File: config.mk
export PLATFORM = sky130hd
export DESIGN_NAME = onewire_sensor_master_unit
export DESIGN_NICKNAME = d
export VERILOG_FILES = /design/src/rtl/osm_pkg.sv /design/src/rtl/onewire_sensor_master_unit.sv /design/src/rtl/osm_csr.sv /design/src/rtl/osm_seq.sv /design/src/rtl/osm_rsp.sv
export SDC_FILE = /design/constraint.sdc
export NUM_CORES = 1
export LEC_CHECK = 0
export BUFFER_PORTS_ARGS = -buffer_cell sky130_fd_sc_hd__buf_4
export CORE_UTILIZATION = 45
export DETAILED_ROUTE_END_ITERATION = 8
export GPL_TIMING_DRIVEN = 0
export PLACE_DENSITY = 0.63
export SLEW_MARGIN = 20
export SYNTH_ARGS = -nofsm -noshare
export SYNTH_HDL_FRONTEND = slang
export SYNTH_SLANG_ARGS = --single-unit
export TNS_END_PERCENT = 50
File: constraint.sdc
create_clock -name clock -period 7.3 [get_ports clock]
set_input_delay 1.095 -clock clock [delete_from_list [all_inputs] [get_ports clock]]
set_output_delay 1.095 -clock clock [all_outputs]
set_load 0.05 [all_outputs]
File: src/rtl/osm_pkg.sv
// osm_pkg: shared types, codes and helper functions of the single-wire sensor master
// used by every module of the unit; depends on nothing
`default_nettype none

package osm_pkg;

   localparam logic [2:0] OP_CONVERT      = 3'd0;
   localparam logic [2:0] OP_READ_TEMP    = 3'd1;
   localparam logic [2:0] OP_WRITE_LIMITS = 3'd2;
   localparam logic [2:0] OP_READ_LIMITS  = 3'd3;
   localparam logic [2:0] OP_SAVE         = 3'd4;

   localparam logic [7:0] CMD_SKIP_ROM    = 8'hcc;
   localparam logic [7:0] CMD_CONVERT     = 8'h44;
   localparam logic [7:0] CMD_READ_PAD    = 8'hbe;
   localparam logic [7:0] CMD_WRITE_PAD   = 8'h4e;
   localparam logic [7:0] CMD_COPY_PAD    = 8'h48;
   localparam logic [4:0] CFG_BYTE_FILL   = 5'h1f;

   localparam int unsigned READ_BYTES     = 5;
   localparam int unsigned FIRST_READ     = 2;

   localparam logic [2:0] CSR_RESET_LOW     = 3'd0;
   localparam logic [2:0] CSR_PRESENCE_WAIT = 3'd1;
   localparam logic [2:0] CSR_RECOVERY      = 3'd2;
   localparam logic [2:0] CSR_SLOT          = 3'd3;
   localparam logic [2:0] CSR_STORE_WAIT    = 3'd4;

   localparam logic [6:0] RESET_LOW_INIT     = 7'd60;
   localparam logic [4:0] PRESENCE_WAIT_INIT = 5'd12;
   localparam logic [5:0] RECOVERY_INIT      = 6'd24;
   localparam logic [3:0] SLOT_INIT          = 4'd5;
   localparam logic [7:0] STORE_WAIT_INIT    = 8'd12;

   typedef enum logic [2:0] {
      PH_IDLE,
      PH_RESET,
      PH_PRESENCE,
      PH_RECOVERY,
      PH_SLOT,
      PH_STORE
   } phase_type;

   typedef struct packed {
      logic [6:0] reset_low_ticks;
      logic [4:0] presence_wait_ticks;
      logic [5:0] recovery_ticks;
      logic [3:0] slot_ticks;
      logic [7:0] store_wait_ticks;
   } cfg_type;

   typedef struct packed {
      logic       start_req;
      logic [2:0] kind;
      logic [7:0] upper_limit;
      logic [7:0] lower_limit;
      logic [1:0] resolution_in;
      logic       line_level;
   } req_type;

   typedef struct packed {
      logic               line_drive;
      logic               busy_res;
      logic               done_res;
      logic               no_device;
      logic signed [15:0] temperature;
      logic [7:0]         upper_limit_out;
      logic [7:0]         lower_limit_out;
      logic [2:0]         resolution_out;
   } res_type;

   // bytes sent before any read
   function automatic logic [2:0] write_count(input logic [2:0] op);
      return (op == OP_WRITE_LIMITS) ? 3'd5 : 3'd2;
   endfunction

   // bytes sent plus bytes read
   function automatic logic [2:0] total_count(input logic [2:0] op);
      logic [2:0] cnt;
      case (op)
         OP_READ_TEMP:    cnt = 3'd4;
         OP_WRITE_LIMITS: cnt = 3'd5;
         OP_READ_LIMITS:  cnt = 3'd7;
         default:         cnt = 3'd2;
      endcase
      return cnt;
   endfunction

   function automatic logic [7:0] write_value(input logic [2:0]  op,
                                              input logic [2:0]  idx,
                                              input logic [17:0] lat);
      logic [7:0] val;
      case (idx)
         3'd0: val = CMD_SKIP_ROM;
         3'd1: begin
            priority if (op == OP_CONVERT)      val = CMD_CONVERT;
            else if (op == OP_WRITE_LIMITS)     val = CMD_WRITE_PAD;
            else if (op == OP_SAVE)             val = CMD_COPY_PAD;
            else                                val = CMD_READ_PAD;
         end
         3'd2: val = lat[17:10];
         3'd3: val = lat[9:2];
         default: val = {1'b0, lat[1:0], CFG_BYTE_FILL};
      endcase
      return val;
   endfunction

endpackage

`default_nettype wire

File: src/rtl/onewire_sensor_master_unit.sv
// Single-wire bus master for a temperature sensor. Each req word is one 10 us tick carrying
// the sampled line level and an optional start request; each tick returns one rsp word with
// the line drive, status and the last read-back bytes. One word is taken every clock cycle
// while the rsp side keeps up: the sequencer state and the result register both update in the
// cycle a word is taken, and rsp shows the result in the next cycle. req_ready drops only
// while a result waits in the result register and rsp_ready is low. Timing registers are
// written through csr_ and should be changed only between transactions.
// depends on osm_pkg, osm_csr, osm_seq, osm_rsp
`default_nettype none

module onewire_sensor_master_unit
   import osm_pkg::*;
(
   input  wire logic        clock,
   input  wire logic        reset,

   input  wire logic        csr_valid,
   output      logic        csr_ready,
   input  wire logic [2:0]  csr_index,
   input  wire logic [7:0]  csr_wdata,

   input  wire logic        req_valid,
   output      logic        req_ready,
   input  wire logic        req_start_req,
   input  wire logic [2:0]  req_kind,
   input  wire logic [7:0]  req_upper_limit,
   input  wire logic [7:0]  req_lower_limit,
   input  wire logic [1:0]  req_resolution_in,
   input  wire logic        req_line_level,

   output      logic        rsp_valid,
   input  wire logic        rsp_ready,
   output      logic        rsp_line_drive,
   output      logic        rsp_busy_res,
   output      logic        rsp_done_res,
   output      logic        rsp_no_device,
   output      logic signed [15:0] rsp_temperature,
   output      logic [7:0]  rsp_upper_limit_out,
   output      logic [7:0]  rsp_lower_limit_out,
   output      logic [2:0]  rsp_resolution_out
);

   cfg_type cfg;
   req_type req;
   res_type seq_res;
   res_type out_res;
   logic    item_take;

   assign req.start_req     = req_start_req;
   assign req.kind          = req_kind;
   assign req.upper_limit   = req_upper_limit;
   assign req.lower_limit   = req_lower_limit;
   assign req.resolution_in = req_resolution_in;
   assign req.line_level    = req_line_level;

   osm_csr u_csr (
      .clock     (clock),
      .reset     (reset),
      .csr_valid (csr_valid),
      .csr_ready (csr_ready),
      .csr_index (csr_index),
      .csr_wdata (csr_wdata),
      .cfg       (cfg)
   );

   osm_seq u_seq (
      .clock     (clock),
      .reset     (reset),
      .item_take (item_take),
      .req       (req),
      .cfg       (cfg),
      .res       (seq_res)
   );

   osm_rsp u_rsp (
      .clock     (clock),
      .reset     (reset),
      .req_valid (req_valid),
      .req_ready (req_ready),
      .item_take (item_take),
      .res_in    (seq_res),
      .rsp_valid (rsp_valid),
      .rsp_ready (rsp_ready),
      .res_out   (out_res)
   );

   assign rsp_line_drive      = out_res.line_drive;
   assign rsp_busy_res        = out_res.busy_res;
   assign rsp_done_res        = out_res.done_res;
   assign rsp_no_device       = out_res.no_device;
   assign rsp_temperature     = out_res.temperature;
   assign rsp_upper_limit_out = out_res.upper_limit_out;
   assign rsp_lower_limit_out = out_res.lower_limit_out;
   assign rsp_resolution_out  = out_res.resolution_out;

endmodule

`default_nettype wire

File: src/rtl/osm_csr.sv
// osm_csr: timing registers of the single-wire sensor master
// depends on osm_pkg
`default_nettype none

module osm_csr
   import osm_pkg::*;
(
   input  wire logic       clock,
   input  wire logic       reset,
   input  wire logic       csr_valid,
   output      logic       csr_ready,
   input  wire logic [2:0] csr_index,
   input  wire logic [7:0] csr_wdata,
   output      cfg_type    cfg
);

   cfg_type cfg_ff;
   cfg_type cfg_in;

   assign csr_ready = 1'b1;
   assign cfg       = cfg_ff;

   always_comb begin
      cfg_in = cfg_ff;
      if (csr_valid) begin
         unique case (csr_index)
            CSR_RESET_LOW:     cfg_in.reset_low_ticks     = csr_wdata[6:0];
            CSR_PRESENCE_WAIT: cfg_in.presence_wait_ticks = csr_wdata[4:0];
            CSR_RECOVERY:      cfg_in.recovery_ticks      = csr_wdata[5:0];
            CSR_SLOT:          cfg_in.slot_ticks          = csr_wdata[3:0];
            CSR_STORE_WAIT:    cfg_in.store_wait_ticks    = csr_wdata;
            default:           cfg_in = cfg_ff;
         endcase
      end
   end

   always_ff @(posedge clock) begin
      if (reset) begin
         cfg_ff.reset_low_ticks     <= RESET_LOW_INIT;
         cfg_ff.presence_wait_ticks <= PRESENCE_WAIT_INIT;
         cfg_ff.recovery_ticks      <= RECOVERY_INIT;
         cfg_ff.slot_ticks          <= SLOT_INIT;
         cfg_ff.store_wait_ticks    <= STORE_WAIT_INIT;
      end else begin
         cfg_ff <= cfg_in;
      end
   end

endmodule

`default_nettype wire

File: src/rtl/osm_seq.sv
// osm_seq: bus sequencer, one tick per accepted word: reset pulse, presence check,
// bit slots for command and read-back bytes, store wait; depends on osm_pkg
`default_nettype none

module osm_seq
   import osm_pkg::*;
(
   input  wire logic    clock,
   input  wire logic    reset,
   input  wire logic    item_take,
   input  wire req_type req,
   input  wire cfg_type cfg,
   output      res_type res
);

   phase_type   phase_ff, phase_in;
   logic [7:0]  tick_ff, tick_in;
   logic [2:0]  bit_ff, bit_in;
   logic [2:0]  byte_ff, byte_in;
   logic [7:0]  shift_ff, shift_in;
   logic [2:0]  op_ff, op_in;
   logic [17:0] lat_ff, lat_in;
   logic [7:0]  rb_ff [READ_BYTES];
   logic [7:0]  rb_in [READ_BYTES];
   logic        missing_ff, missing_in;

   logic        take_start;
   phase_type   cur_phase;
   logic [2:0]  cur_op;
   logic [17:0] cur_lat;
   logic [7:0]  cur_tick;
   logic [2:0]  cur_bit;
   logic [2:0]  cur_byte;
   logic [7:0]  tick_inc;
   logic        writing;
   logic [7:0]  shift_rd;
   logic [7:0]  shift_done;
   logic [2:0]  next_byte;
   logic [2:0]  rb_idx;
   logic [6:0]  rst_len;
   logic [5:0]  rec_len;
   logic [3:0]  slot_len;
   logic [7:0]  store_len;
   logic        drive;
   logic        busy;
   logic        done;

   // zero lengths act as one
   assign rst_len   = (cfg.reset_low_ticks == 7'd0) ? 7'd1 : cfg.reset_low_ticks;
   assign rec_len   = (cfg.recovery_ticks == 6'd0) ? 6'd1 : cfg.recovery_ticks;
   assign slot_len  = (cfg.slot_ticks == 4'd0) ? 4'd1 : cfg.slot_ticks;
   assign store_len = (cfg.store_wait_ticks == 8'd0) ? 8'd1 : cfg.store_wait_ticks;

   always_comb begin
      take_start = (phase_ff == PH_IDLE) && req.start_req && (req.kind <= OP_SAVE);
      cur_phase  = take_start ? PH_RESET : phase_ff;
      cur_op     = take_start ? req.kind : op_ff;
      cur_lat    = take_start ? {req.upper_limit, req.lower_limit, req.resolution_in}
                              : lat_ff;
      cur_tick   = take_start ? 8'd0 : tick_ff;
      cur_bit    = take_start ? 3'd0 : bit_ff;
      cur_byte   = take_start ? 3'd0 : byte_ff;

      tick_inc   = cur_tick + 8'd1;
      writing    = cur_byte < write_count(cur_op);
      shift_rd   = (!writing && cur_tick == 8'd1) ? {req.line_level, shift_ff[7:1]}
                                                  : shift_ff;
      shift_done = writing ? {1'b0, shift_rd[7:1]} : shift_rd;
      next_byte  = cur_byte + 3'd1;
      rb_idx     = cur_byte - 3'(FIRST_READ);

      phase_in   = cur_phase;
      tick_in    = cur_tick;
      bit_in     = cur_bit;
      byte_in    = cur_byte;
      shift_in   = shift_ff;
      op_in      = cur_op;
      lat_in     = cur_lat;
      rb_in      = rb_ff;
      missing_in = missing_ff;
      drive      = 1'b1;
      busy       = 1'b0;
      done       = 1'b0;

      unique case (cur_phase)
         PH_IDLE: begin
            phase_in = PH_IDLE;
         end
         PH_RESET: begin
            busy    = 1'b1;
            drive   = 1'b0;
            tick_in = tick_inc;
            if (tick_inc >= {1'b0, rst_len}) begin
               phase_in = PH_PRESENCE;
               tick_in  = 8'd0;
            end
         end
         PH_PRESENCE: begin
            busy = 1'b1;
            if (cur_tick < {3'd0, cfg.presence_wait_ticks}) begin
               tick_in = tick_inc;
            end else if (req.line_level) begin
               missing_in = 1'b1;
               if (cur_op == OP_READ_TEMP) begin
                  rb_in[0] = 8'd0;
                  rb_in[1] = 8'd0;
               end
               done     = 1'b1;
               phase_in = PH_IDLE;
            end else begin
               missing_in = 1'b0;
               phase_in   = PH_RECOVERY;
               tick_in    = 8'd0;
            end
         end
         PH_RECOVERY: begin
            busy    = 1'b1;
            tick_in = tick_inc;
            if (tick_inc >= {2'd0, rec_len}) begin
               byte_in  = 3'd0;
               shift_in = write_value(cur_op, 3'd0, cur_lat);
               bit_in   = 3'd0;
               tick_in  = 8'd0;
               phase_in = PH_SLOT;
            end
         end
         PH_SLOT: begin
            busy = 1'b1;
            if (cur_tick == 8'd0) begin
               drive = 1'b0;
            end else begin
               drive = writing ? shift_ff[0] : 1'b1;
            end
            shift_in = shift_rd;
            if (cur_tick >= {4'd0, slot_len}) begin
               shift_in = shift_done;
               if (cur_bit == 3'd7) begin
                  if (!writing && cur_byte >= 3'(FIRST_READ)
                      && cur_byte < 3'(FIRST_READ + READ_BYTES)) begin
                     rb_in[rb_idx] = shift_done;
                  end
                  byte_in = next_byte;
                  if (next_byte >= total_count(cur_op)) begin
                     if (cur_op == OP_SAVE) begin
                        phase_in = PH_STORE;
                        tick_in  = 8'd0;
                     end else begin
                        done     = 1'b1;
                        phase_in = PH_IDLE;
                     end
                  end else begin
                     shift_in = (next_byte < write_count(cur_op))
                                ? write_value(cur_op, next_byte, cur_lat) : 8'd0;
                     bit_in   = 3'd0;
                     tick_in  = 8'd0;
                     phase_in = PH_SLOT;
                  end
               end else begin
                  bit_in  = cur_bit + 3'd1;
                  tick_in = 8'd0;
               end
            end else begin
               tick_in = tick_inc;
            end
         end
         PH_STORE: begin
            busy    = 1'b1;
            tick_in = tick_inc;
            if (tick_inc >= store_len) begin
               done     = 1'b1;
               phase_in = PH_IDLE;
            end
         end
         default: begin
            phase_in = PH_IDLE;
         end
      endcase

      res.line_drive      = drive;
      res.busy_res        = busy;
      res.done_res        = done;
      res.no_device       = missing_in;
      res.temperature     = $signed({rb_in[1], rb_in[0]});
      res.upper_limit_out = rb_in[2];
      res.lower_limit_out = rb_in[3];
      res.resolution_out  = rb_in[4][7:5];
   end

   always_ff @(posedge clock) begin
      if (reset) begin
         phase_ff   <= PH_IDLE;
         tick_ff    <= 8'd0;
         bit_ff     <= 3'd0;
         byte_ff    <= 3'd0;
         shift_ff   <= 8'd0;
         op_ff      <= 3'd0;
         lat_ff     <= 18'd0;
         missing_ff <= 1'b0;
         for (int i = 0; i < READ_BYTES; i++) begin
            rb_ff[i] <= 8'd0;
         end
      end else if (item_take) begin
         phase_ff   <= phase_in;
         tick_ff    <= tick_in;
         bit_ff     <= bit_in;
         byte_ff    <= byte_in;
         shift_ff   <= shift_in;
         op_ff      <= op_in;
         lat_ff     <= lat_in;
         missing_ff <= missing_in;
         rb_ff      <= rb_in;
      end
   end

   a_done_busy: assert property (@(posedge clock) disable iff (reset)
      item_take && res.done_res |-> res.busy_res)
      else $error("done without busy");

   a_done_idle: assert property (@(posedge clock) disable iff (reset)
      item_take && res.done_res |=> phase_ff == PH_IDLE)
      else $error("transaction ended but sequencer not idle");

   a_idle_hold: assert property (@(posedge clock) disable iff (reset)
      item_take && phase_ff == PH_IDLE && !take_start |=> phase_ff == PH_IDLE)
      else $error("left idle without a start request");

   a_byte_range: assert property (@(posedge clock) disable iff (reset)
      phase_ff == PH_SLOT |-> byte_ff < total_count(op_ff))
      else $error("byte index past end of transaction");

endmodule

`default_nettype wire

File: src/rtl/osm_rsp.sv
// osm_rsp: result register between the sequencer and the rsp channel
// depends on osm_pkg
`default_nettype none

module osm_rsp
   import osm_pkg::*;
(
   input  wire logic    clock,
   input  wire logic    reset,
   input  wire logic    req_valid,
   output      logic    req_ready,
   output      logic    item_take,
   input  wire res_type res_in,
   output      logic    rsp_valid,
   input  wire logic    rsp_ready,
   output      res_type res_out
);

   logic    valid_ff;
   res_type res_ff;

   assign req_ready = !valid_ff || rsp_ready;
   assign item_take = req_valid && req_ready;
   assign rsp_valid = valid_ff;
   assign res_out   = res_ff;

   always_ff @(posedge clock) begin
      if (reset) begin
         valid_ff <= 1'b0;
      end else if (item_take) begin
         valid_ff <= 1'b1;
      end else if (rsp_ready) begin
         valid_ff <= 1'b0;
      end
   end

   always_ff @(posedge clock) begin
      if (item_take) begin
         res_ff <= res_in;
      end
   end

endmodule

`default_nettype wire
==> results of run 1 <==
[power groups by stage]
stage	clock network, W	logic (W)	registers, W
final	0.000857	0.000298	0.000904
after global routing	0.000908	0.000321	0.000906
after CTS	0.000870	0.000295	0.000904
after detailed placement	0	0.000294	0.000922
after global placement	0	0.000291	0.000922
after floorplan	0	0.000153	0.000961
[per-layer routing]
metal  vias to the layer above  global-route usage  wire length (um)
met1                      3560               0.349             11100
met4                         0              0.0988               580
met3                        45              0.0426              1420
met2                       253               0.392             10600
met5                         -                   0                 0
li1                       3755                   -                 -
[path summary, 6_finish.rpt]
kind                                    endpoint  depth (start not counted)  slack, ps
setup / recovery  u_seq.shift_ff[5]$_SDFFE_PP0P_                         19        730
hold / removal         u_csr.cfg[7]$_SDFFE_PP0P_                          2        450
setup reg to reg  u_seq.shift_ff[5]$_SDFFE_PP0P_                         19       1420
hold reg to reg        u_csr.cfg[7]$_SDFFE_PP0P_                          2        450
[worst reg2reg max path: stages (launching register included)]
cell and delay (ps):
dfxtp_1 300, buf_6 130, nor4b_2 660, nand2_2 350, clkbuf_1 400, clkbuf_1 380, nand2_1 220, inv_1 170
ha_1 280, nand3_1 200, nand2_1 100, a21oi_1 380, ha_1 330, a21oi_1 150, nor2b_1 60, a41oi_1 240
nand4_1 410, a31oi_1 710, or2_2 220, a221o_1 130
[cells by family (layout without fill, tap and decap cells)]
group,count (synthesis),after routing,synth area share
other,1,1,0.000447
DFF,152,152,0.409
and+or+nand+nor,373,373,0.209
xor gates and xnor gates,4,4,0.00418
buffers and inverters,98,208,0.0473
AOI/OAI and AO/OA,272,272,0.217
muxes,36,36,0.0442
adders and majority gates,46,46,0.0686
[sequential cells by signal, summed over array words and instances, names as in the netlist]
signal	count
u_rsp.res_out	39
u_seq.rb_ff	35
u_csr.cfg	30
u_seq.lat_ff	18
u_seq.shift_ff	8
u_seq.tick_ff	8
u_seq.bit_ff	3
u_seq.byte_ff	3
u_seq.op_ff	3
u_seq.phase_ff	3
u_rsp.rsp_valid	1
u_seq.missing_ff	1
[layout by cell type, fill, tap and decap left out, types with 11 or more instances in the layout]
| cell | count |
|---|---|
| clkbuf_1 | 38 |
| a21o_1 | 11 |
| edfxtp_1 | 39 |
| dfxtp_1 | 113 |
| nand3_1 | 33 |
| nand2b_1 | 20 |
| buf_4 | 79 |
| clkbuf_16 | 17 |
| nor2_1 | 92 |
| a211oi_1 | 18 |
| nor3_1 | 16 |
| mux2i_1 | 28 |
| a211o_1 | 12 |
| ha_1 | 46 |
| a21oi_1 | 86 |
| nand2_1 | 142 |
| o21ai_0 | 55 |
| inv_1 | 49 |
[final cells by class]
class,instances,area share
multi-input cells,732,0.464
flip-flops and latches,152,0.349
repair buffers,78,0.0596
clock buffers,20,0.0444
well taps,229,0.0291
plain buffers,49,0.0220
inverters,49,0.0187
clock inverters,12,0.0129
[per-stage QoR]
stage	setup WS, ps	cell area, um2	total power, W	util
2_1_floorplan	2130	8390	0.00111	-
3_3_place_gp	481	9260	0.00121	0.512
3_5_place_dp	418	9260	0.00122	0.512
4_1_cts	844	9830	0.00207	0.543
5_1_grt	421	9830	0.00214	0.544
6_report	730	9830	0.00206	0.544
==> summary.txt, run 1 <==
Power
  – Pleak: 3.96 nW
  – Switching power: 0.000571 W
  – VDD IR max: 0.168 mV
  – P_int: 0.00149 W
  – Combinational power share: 0.145
  – Reg power frac: 0.439
  – Sw Share: 0.278
  – Clock power frac: 0.416
  – Pwr per Cell Area: 209 nW/um2

Logic synthesis
  – Post-synthesis sequential area ratio: 0.409
  – Mapped Nets: 1067
  – Count leader, synth: nand2_1
  – Mapped cell area: 8390 um2
  – Top cells by count, synth: nand2_1, dfxtp_1, nor2_1, a21oi_1, o21ai_0
  – Area leader, netlist: dfxtp_1
  – Yosys warning total: 0
  – Synth top area share: 0.270
  – Synth Area per Inst: 8.54 um2
  – Cell variety after synth: 72
  – Ys async rst share: 0
  – Top_reg_cell synth: dfxtp_1
  – EDFF count, synth: 39
  – Synthesized instance count: 982
  – Largest cells by area after synthesis: dfxtp_1, edfxtp_1, ha_1
  – FF+latch count, synth: 152

CTS
  – Clock buffer depth: 2
  – Worst-Skew Late Latency: 430 ps
  – CTS buffer count: 17
  – Root Buffer: clkbuf_16
  – H-Tree Depth: 4
  – Hold buffer count at cts: 0
  – CTS tree: done
  – Clk sink count: 152
  – Post_cts resized: 0
  – Worst-path clk slew: 60 ps
  – Post-CTS Setup Bufs: 0

Setup path
  – CP arrival: 6940 ps
  – Crit path kind: in -> reg
  – FF-to-FF Start: u_seq.phase_ff[0]$_SDFFE_PP0P_
  – Crit path max fanout: 10
  – Worst setup EP type: register
  – Top delay family on crit path: compound AO/OA/AOI/OAI gates
  – CP cell instances: clkbuf_1, o21ai_0, nand2_2, clkbuf_1, clkbuf_1, nand2_1, inv_1, ha_1, nand3_1, nand2b_1, a21oi_1, ha_1, a21oi_1, nor2b_1, a41oi_1, nand4_1, a31oi_1, or2_2, a221o_1
  – Worst path slowest cell: a31oi_1
  – Critical path launch point type: input pin
  – Worst stage delay on the critical path: 710 ps
  – Setup crit start: req_kind[1]
  – Most frequent CP cell: clkbuf_1
  – WP data required: 7670 ps
  – CP Buf/Inv Count: 4

Floorplanning
  – Initial cell density of the core: 0.464
  – Rows: 49
  – DIE AREA: 19200 um2
  – I/O Pins: 81
  – Die width: 139 um
  – Die height: 139 um
  – CORE AREA: 18100 um2

Timing
  – Setup TNS: 0 ps
  – Rel. slew slack: 0.309
  – Worst hold slack: 454 ps
  – Final period utilization: 0.900
  – Count of final setup violators: 0
  – Setup Skew: 6.81 ps
  – Final Hold Fails: 0
  – Tmin final: 6570 ps
  – Achievable Freq: 152 MHz
  – Final Max Tran Viols: 0
  – RSZ-0062 raised after global routing: false
  – Measured slew at the worst slew-check pin: 1010 ps

Final layout
  – N_diodes: 0
  – Fin cells: 1321
  – Layout cells sized above 1: 0.135
  – Layout net count: 1164
  – Register Area: 3430 um2
  – Layout overhead on the synthesized area: 17.2%
  – Fillers: 1698
  – Multi-input combinational cell area: 4560 um2

Route
  – Detail Route Antenna Nets: 0
  – Routed vias: 7613
  – Via/cell ratio: 5.76
  – Initial DRC count: 648
  – Detailed Routing Iterations Pass 1: 7
  – DRC viols: 16
  – Final wirelength: 23700 um
  – Wire per inst: 17.9 um

Placed design
  – PortBufs: 78
  – Placer congestion estimate: 0.937
  – DP Wirelength: 17600 um
  – Placed Instances: 1289

Job
  – Max-Cap Viols: 0

Outcome
  – Failing checks: design-rule violations
  – Status: finished with violations

Global route
  – Total grt overflow: 0
  – Antenna violations before repair: 0
  – First-pass GRT wire length: 37800 um
  – Largest net degree at the start of global routing: 49
  – GR Util All Layers: 0.252
  – Vias in the first global route: 7089

Hold path
  – HP Class: reg -> reg
  – HP Start: u_csr.cfg[7]$_SDFFE_PP0P_
No activity file was read; power rests on OpenSTA's default activity.
==> run 2: changes to the inputs <==
--- a/config.mk
+++ b/config.mk
@@ -6,10 +6,12 @@
 export NUM_CORES = 1
 export LEC_CHECK = 0
 export BUFFER_PORTS_ARGS = -buffer_cell sky130_fd_sc_hd__buf_4
+export CORE_ASPECT_RATIO = 0.5
 export CORE_UTILIZATION = 45
 export DETAILED_ROUTE_END_ITERATION = 8
 export GPL_TIMING_DRIVEN = 0
 export PLACE_DENSITY = 0.63
+export RECOVER_POWER = 100
 export SLEW_MARGIN = 20
 export SYNTH_ARGS = -nofsm -noshare
 export SYNTH_HDL_FRONTEND = slang
==> summary.txt, run 2 (synthesis results as in run 1) <==
Outcome
  – Status: finished with violations
  – Failing checks: max-capacitance violations, max-slew violations

CTS
  – H-Tree Depth: 4
  – Clk sink count: 152
  – Worst-Skew Late Latency: 430 ps
  – Clock buffer depth: 2
  – CTS buffer count: 17
  – Worst-path clk slew: 70 ps
  – Post_cts resized: 0
  – Hold buffer count at cts: 0
  – Post-CTS Setup Bufs: 0
  – Root Buffer: clkbuf_16
  – CTS tree: done

Final layout
  – Layout cells sized above 1: 0.0869
  – Commonest non-fill, non-tap cell in the layout: nand2_1
  – Layout overhead on the synthesized area: 14.8%
  – Cell area after layout: 9630 um2
  – Layout net count: 1165
  – Fin cells: 1327
  – Register Area: 3430 um2
  – N_diodes: 0
  – Most frequent cells in the layout: nand2_1, dfxtp_1, nor2_1
  – Multi-input combinational cell area: 4540 um2
  – Max reg flops: 39
  – Final core occ: 0.542
  – Fillers: 1733

Global route
  – Vias in the first global route: 7065
  – GR Util All Layers: 0.259
  – Met1 Track Usage GR: 0.363
  – Total grt overflow: 0
  – GR Util met3: 0.0572
  – Antenna violations before repair: 0
  – First-pass GRT wire length: 38700 um
  – Largest net degree at the start of global routing: 32
  – GRT busiest layer: met2
  – Met2 Use GR: 0.393

Timing
  – Rel. slew slack: -0.0915
  – Worst hold slack: 453 ps
  – RSZ-0062 raised after global routing: false
  – Count of final setup violators: 0
  – Setup TNS: 0 ps
  – Final Hold Fails: 0
  – Final Max Tran Viols: 32
  – Setup Skew: 15.0 ps
  – Measured slew at the worst slew-check pin: 1640 ps
  – Final period utilization: 0.919
  – Achievable Freq: 149 MHz
  – Tmin final: 6710 ps

Route
  – DRC viols: 0
  – Via/cell ratio: 5.80
  – Routed vias: 7695
  – Wire per inst: 18.4 um
  – Initial DRC count: 526
  – Detail Route Antenna Nets: 0
  – Final wirelength: 24400 um
  – Detailed Routing Iterations Pass 1: 5

Setup path
  – Worst stage delay on the critical path: 750 ps
  – R2R cell count: 19
  – CP cell instances: clkbuf_1, o21ai_0, nand2_1, clkbuf_1, clkbuf_1, nand2_1, inv_1, ha_1, nand3_1, nand2b_1, a21oi_1, ha_1, a21oi_1, nor2b_1, a41oi_1, nand4_1, a31oi_1, or2_2, a221o_1
  – Most frequent CP cell: clkbuf_1
  – WP data required: 7680 ps
  – FF-to-FF Start: u_seq.phase_ff[0]$_SDFFE_PP0P_
  – Worst path slowest cell: a31oi_1
  – Flop2flop setup slack: 1070 ps
  – Reg-to-Reg End: u_seq.shift_ff[5]$_SDFFE_PP0P_
  – Crit path kind: in -> reg
  – Critical path launch point type: input pin
  – CP arrival: 7090 ps
  – Crit path max fanout: 10
  – Worst setup EP type: register

Floorplanning
  – DIE AREA: 19200 um2
  – I/O Pins: 81
  – Rows: 34
  – Die height: 98.5 um
  – Initial cell density of the core: 0.472
  – CORE AREA: 17800 um2
  – Die width: 195 um

Power
  – Pleak: 3.77 nW
  – Pwr per Cell Area: 211 nW/um2
  – VDD IR max: 0.169 mV

Placed design
  – Area after DPL: 9290 um2
  – DP Wirelength: 18200 um
  – PortBufs: 78
  – Placer congestion estimate: 0.932
  – Placed Instances: 1295

Hold path
  – HP Start: u_seq.lat_ff[5]$_SDFFE_PP0P_
  – Min-Delay Path Depth: 2
  – HP Class: reg -> reg
  – Worst hold endpoint: u_seq.lat_ff[5]$_SDFFE_PP0P_

Job
  – Max-Cap Viols: 1
[run 2: layout make-up]
class,count,area share
plain buffers,49,0.0209
clock buffers,19,0.0449
clock inverters,13,0.0123
multi-input cells,732,0.471
flip-flops and latches,152,0.356
repair buffers,79,0.0444
well taps,234,0.0304
inverters,49,0.0191
[run 2: per-layer routing]
metal | up-vias | routed length, um
met5 | - | 0
met4 | 0 | 516
met3 | 39 | 1540
met2 | 244 | 10500
met1 | 3666 | 11900
li1 | 3746 | -
[run 2: per-stage QoR]
step | total power (W) | setup slack, ps
floorplan | 0.00111 | 2130
global placement | 0.00121 | 450
detailed placement | 0.00122 | 374
CTS | 0.00206 | 815
finish | 0.00203 | 589
global route | 0.00211 | 236
[run 2: where the power goes]
group | leakage (nW) | switching, W | internal [W]
Clock | 0.264 | 0.000371 | 0.000472
Combinational | 2.20 | 0.000204 | 0.0000833
Sequential | 1.30 | 0.0000149 | 0.000889
Total | 3.77 | 0.000590 | 0.00144
[run 2: worst max-delay path by stage]
stage                     cells after the start   startpoint                              to  slack [ps]
final                                        19  req_kind[1]  u_seq.shift_ff[5]$_SDFFE_PP0P_         590
after global routing                         19  req_kind[1]  u_seq.shift_ff[5]$_SDFFE_PP0P_         240
after CTS                                    19  req_kind[1]  u_seq.shift_ff[5]$_SDFFE_PP0P_         810
after detailed placement                     19  req_kind[1]  u_seq.shift_ff[5]$_SDFFE_PP0P_         370
after global placement                       19  req_kind[1]  u_seq.shift_ff[5]$_SDFFE_PP0P_         450
after floorplan                              20  req_kind[1]   u_seq.tick_ff[3]$_SDFFE_PP0P_        2130
[run 2: worst max-delay path: cells and delay by family]
kind / cells / cell delay, ps
buffers and inverters: 4 / 1520
AND/OR/NAND/NOR: 7 / 1780
AO/OA/AOI/OAI: 6 / 2040
adder cells (fa/ha/maj): 2 / 620
